==> src/rtl/mss_pkg.sv <==
package mss_pkg;

   localparam int MAX_ELEMENTS = 64;
   localparam int IDX_W        = $clog2(MAX_ELEMENTS);
   localparam int CNT_W        = IDX_W + 1;
   localparam int CMP_W        = 9;
   localparam int INV_W        = 11;
   localparam int STACK_DEPTH  = 8;
   localparam int SP_W         = $clog2(STACK_DEPTH);

   typedef struct packed {
      logic signed [31:0] value;
      logic               last;
   } req_type;

   typedef struct packed {
      logic signed [31:0] sorted_value;
      logic               last_res;
      logic [CMP_W-1:0]   comparisons;
      logic [INV_W-1:0]   inversions;
      logic               overflow;
   } rsp_type;

   // Progress of one range on the recursion stack.
   typedef enum logic [1:0] {
      PH_NEW  = 2'd0,
      PH_LEFT = 2'd1,
      PH_BOTH = 2'd2
   } phase_type;

   typedef struct packed {
      logic [IDX_W-1:0] lo;
      logic [IDX_W-1:0] hi;
      phase_type        phase;
   } range_type;

   typedef struct packed {
      logic      load;
      logic      push;
      logic      pop;
      phase_type phase;
      range_type entry;
   } stack_ctl_type;

endpackage

==> src/rtl/mss_stack.sv <==
module mss_stack
   import mss_pkg::*;
(
   input  logic          clock,
   input  logic          reset,
   input  stack_ctl_type ctl,
   output range_type     top,
   output logic          empty
);

   range_type            top_ff;
   range_type            top_in;
   logic [SP_W-1:0]      sp_ff;
   logic [SP_W-1:0]      sp_in;
   range_type            stack_mem [STACK_DEPTH];

   // The top range lives in a register; the ranges below it live in the array.
   always_comb begin
      top_in = top_ff;
      sp_in  = sp_ff;
      priority if (ctl.load) begin
         top_in = ctl.entry;
         sp_in  = '0;
      end else if (ctl.push) begin
         top_in = ctl.entry;
         sp_in  = sp_ff + 1'b1;
      end else if (ctl.pop) begin
         top_in = stack_mem[sp_ff - 1'b1];
         sp_in  = sp_ff - 1'b1;
      end
   end

   always_ff @(posedge clock) begin
      if (reset) begin
         sp_ff <= '0;
      end else begin
         sp_ff <= sp_in;
      end
   end

   always_ff @(posedge clock) begin
      top_ff <= top_in;
      if (ctl.push && !ctl.load) begin
         stack_mem[sp_ff] <= '{lo: top_ff.lo, hi: top_ff.hi, phase: ctl.phase};
      end
   end

   assign top   = top_ff;
   assign empty = (sp_ff == '0);

   // A push must find room and a pop must find an entry.
   assert property (@(posedge clock) disable iff (reset)
      ctl.push |-> (sp_ff != SP_W'(STACK_DEPTH - 1))) else $error("stack overflow");
   assert property (@(posedge clock) disable iff (reset)
      (ctl.pop && !ctl.load) |-> (sp_ff != '0)) else $error("stack underflow");
   assert property (@(posedge clock) disable iff (reset)
      !(ctl.push && ctl.pop)) else $error("push and pop together");

endmodule

==> config.mk <==
export PLATFORM = sky130hd
export DESIGN_NAME = mss_stack
export DESIGN_NICKNAME = d
export VERILOG_FILES = /design/src/rtl/mss_pkg.sv /design/src/rtl/mss_stack.sv
export SDC_FILE = /design/constraint.sdc
export NUM_CORES = 1
export LEC_CHECK = 0
export BUFFER_PORTS_ARGS = -buffer_cell sky130_fd_sc_hd__buf_2
export CAP_MARGIN = 5
export CORE_MARGIN = 2
export CORE_UTILIZATION = 30
export CTS_CLUSTER_DIAMETER = 60
export DETAILED_ROUTE_END_ITERATION = 10
export MAX_ROUTING_LAYER = met4
export PLACE_DENSITY = 0.55
export SKIP_CTS_REPAIR_TIMING = 1
export SYNTH_ARGS = -nofsm -noshare
export SYNTH_HDL_FRONTEND = slang
export SYNTH_SLANG_ARGS = --single-unit
==> constraint.sdc <==
create_clock -name clock -period 3 [get_ports clock]
set_input_delay 0.45 -clock clock [delete_from_list [all_inputs] [get_ports clock]]
set_output_delay 0.45 -clock clock [all_outputs]
set_load 0.02 [all_outputs]
==> metrics.yaml <==
via_per_inst: 4.68
setup_viol: 0
clkSinkCount: 129
cts_tree: "yes"
die_w_um: 136
yosys_warnings: 0
path_max_fanout: 26
path_clk_slew_ps: 50
multi_input_area_um2: 1270
use_met3_pct: 3.36
switchingPower_w: 0.000944
pwr-share-clk_pct: 44.7
rsz0062_at_grt: "no"
initial_core_util_pct: 30.4
critical_path_class: "flip-flop to flip-flop"
synth_area_leader_cell: "edfxtp_1"
p_per_area_nw_per_um2: 705
num_antenna_cells: 0
syn_area_per_cell_um2: 17.7
fin_hold_ws_ps: 256
grt_pass1_vias: 2965
syn2layout_area_growth_pct: 20.1
fillers: 1671
synth_top_area_share_pct: 72.4
cts-root-buf: "clkbuf_16"
hold_viol_final: 0
grt_use_total_pct: 13.5
die_area_um2: 18500
remaining_drc_errors: 0
cp-endpoint: "top[2]"
crit_start: "sp_ff[0]"
clock_path_buffers: 2
arrival_ps: 2570
netSwitchingFraction_pct: 21.3
synth_area_leaders: "edfxtp_1 72%, mux2_2 8.8%, o22ai_1 3.4%"
final_nets: 373
gr-usage-met2_pct: 21.9
slew_headroom_pct: 36.7
fp-row-count: 48
min_path_type: "input port to flip-flop"
register_area_um2: 3840
leakage_nw: 2.12
r2r_slack_ps: 570
intPower_w: 0.00348
clk_latency_ps: 410
drtIter0Drc: 267
antenna_left: 0
drv_cap: 0
r2r_start: "sp_ff[0]"
routedWlPerCell_um: 19.2
r2r_cells: 6
drt-pass1-iter-count: 4
required_ps: 3140
synthCells: 295
outcome: "complete, no violations"
post-route-period-util_pct: 81.0
core-area_um2: 17200
grt_max_degree: 27
pin_count: 36
p_seq_share_pct: 47.6
start_kind: "flip-flop"
wl_um: 11200
ys_types: 28
met1_usage_pct: 16.4
htreeDepth: 4
cp-end-kind: "flip-flop"
finalSetupTns_ps: 0
ys_ff_latch: 129
io_buffers: 35
gr-total-overflow: 0
synthesis.area_um2: 5220
layout_commonest_cell: "edfxtp_1"
slew_viol_final: 0
fp.dieH_um: 136
worst_slew_pin_slew_ps: 949
dp_hpwl_um: 6580
gr-max-usage-layer: "met2"
timing.rr.end: "top[2]"
drive_gt1_share_pct: 36.8
place_congestion: 0.761
numCtsBuffers: 17
num_vias: 2740
fin_crit_ps: 2430
timing.fmax_mhz: 411
vdd_drop_max_mv: 0.406
pwr-share-comb_pct: 7.7
skew_ps: 12.9
grt_pass1_wl_um: 17300
synth_seq_area_share_pct: 73.6
synth_fp_nets: 319
antenna_found_initial: 0
layout_common_cells: "126 x edfxtp_1, 41 x mux2_2, 35 x buf_2"
metrics by stage:
step	cell area, µm²	util (%)	total power, W	cells	setup slack, ps
3_3_place_gp	5720	33.3	0.00248	555	611
5_1_grt	6270	36.5	0.00457	586	438
4_1_cts	6270	36.5	0.00446	586	565
6_report	6270	36.5	0.00442	586	569
2_1_floorplan	5220	-	0.00236	295	907
3_5_place_dp	5720	33.3	0.00249	555	568
kinds of logic (layout without fill, tap and decap cells):
family	Yosys count	count (layout)	share of synthesized area, %
flops	129	129	73.6
mux	56	56	12.1
compound gates	44	44	6.68
simple gates	41	41	3.57
buf+inv	18	84	2.42
xor+xnor	4	4	0.958
fa+ha+maj	3	3	0.719
registers in the layout (all words and copies together) (netlist names):
| register | cells |
|---|---|
| stack_mem | 112 |
| sp_ff | 3 |
| top | 14 |
synth_stat cells:
master,number
a221oi_1,1
buf_2,5
buf_4,4
buf_6,5
clkbuf_1,1
dfxtp_1,3
edfxtp_1,126
ha_1,3
inv_1,3
mux2_1,15
mux2_2,41
nand2_1,18
nand2_2,4
nand2b_1,1
nand3_1,2
nor2_1,7
nor2b_1,1
nor3_1,5
nor3b_1,1
o21ai_0,1
o22ai_1,28
o31ai_1,3
o31ai_2,11
or2_1,1
or3_1,1
xnor2_1,2
xnor2_2,1
xor2_2,1
per-layer routing:
metal  vias up  wire, µm  part of all wire (%)
met2        76      5550                    49
met1      1382      4850                    43
met4         0        99                  0.88
li1       1276         -                     -
met3         6       732                   6.5
met5         -         0                     0
power by group through the flow:
stage	clock, W	combinational [W]	sequential (W)
after CTS	0.00201	0.000347	0.00211
after global routing	0.00209	0.000370	0.00212
after detailed placement	0	0.000346	0.00214
after global placement	0	0.000342	0.00214
after floorplan	0	0.000215	0.00215
final	0.00198	0.000341	0.00211
critical path, stage by stage (launching register included):
cell     delay, ps
dfxtp_1        430
inv_1          180
ha_2           640
buf_12         250
mux2_2         350
o22ai_1        200
o31ai_2         90
cell type report:
type / instances / area share, %
Tap cell: 225 / 4.49
Timing Repair Buffer: 50 / 4.99
Clock inverter: 9 / 1.83
Clock buffer: 22 / 7.08
Inverter: 3 / 0.179
Sequential cell: 129 / 61.3
Multi-Input combinational cell: 148 / 20.2
worst min-delay path by stage:
stage	start	to	slack [ps]	depth (start not counted)
3_5_place_dp	top[13]	stack_mem[4][13]	650	0
5_1_grt	reset	sp_ff[2]	260	2
3_3_place_gp	top[13]	stack_mem[4][13]	610	0
6_report	reset	sp_ff[2]	260	2
2_1_floorplan	reset	sp_ff[2]	530	1
4_1_cts	reset	sp_ff[0]	240	2
Note: power is estimated with default switching activity, not from simulation.
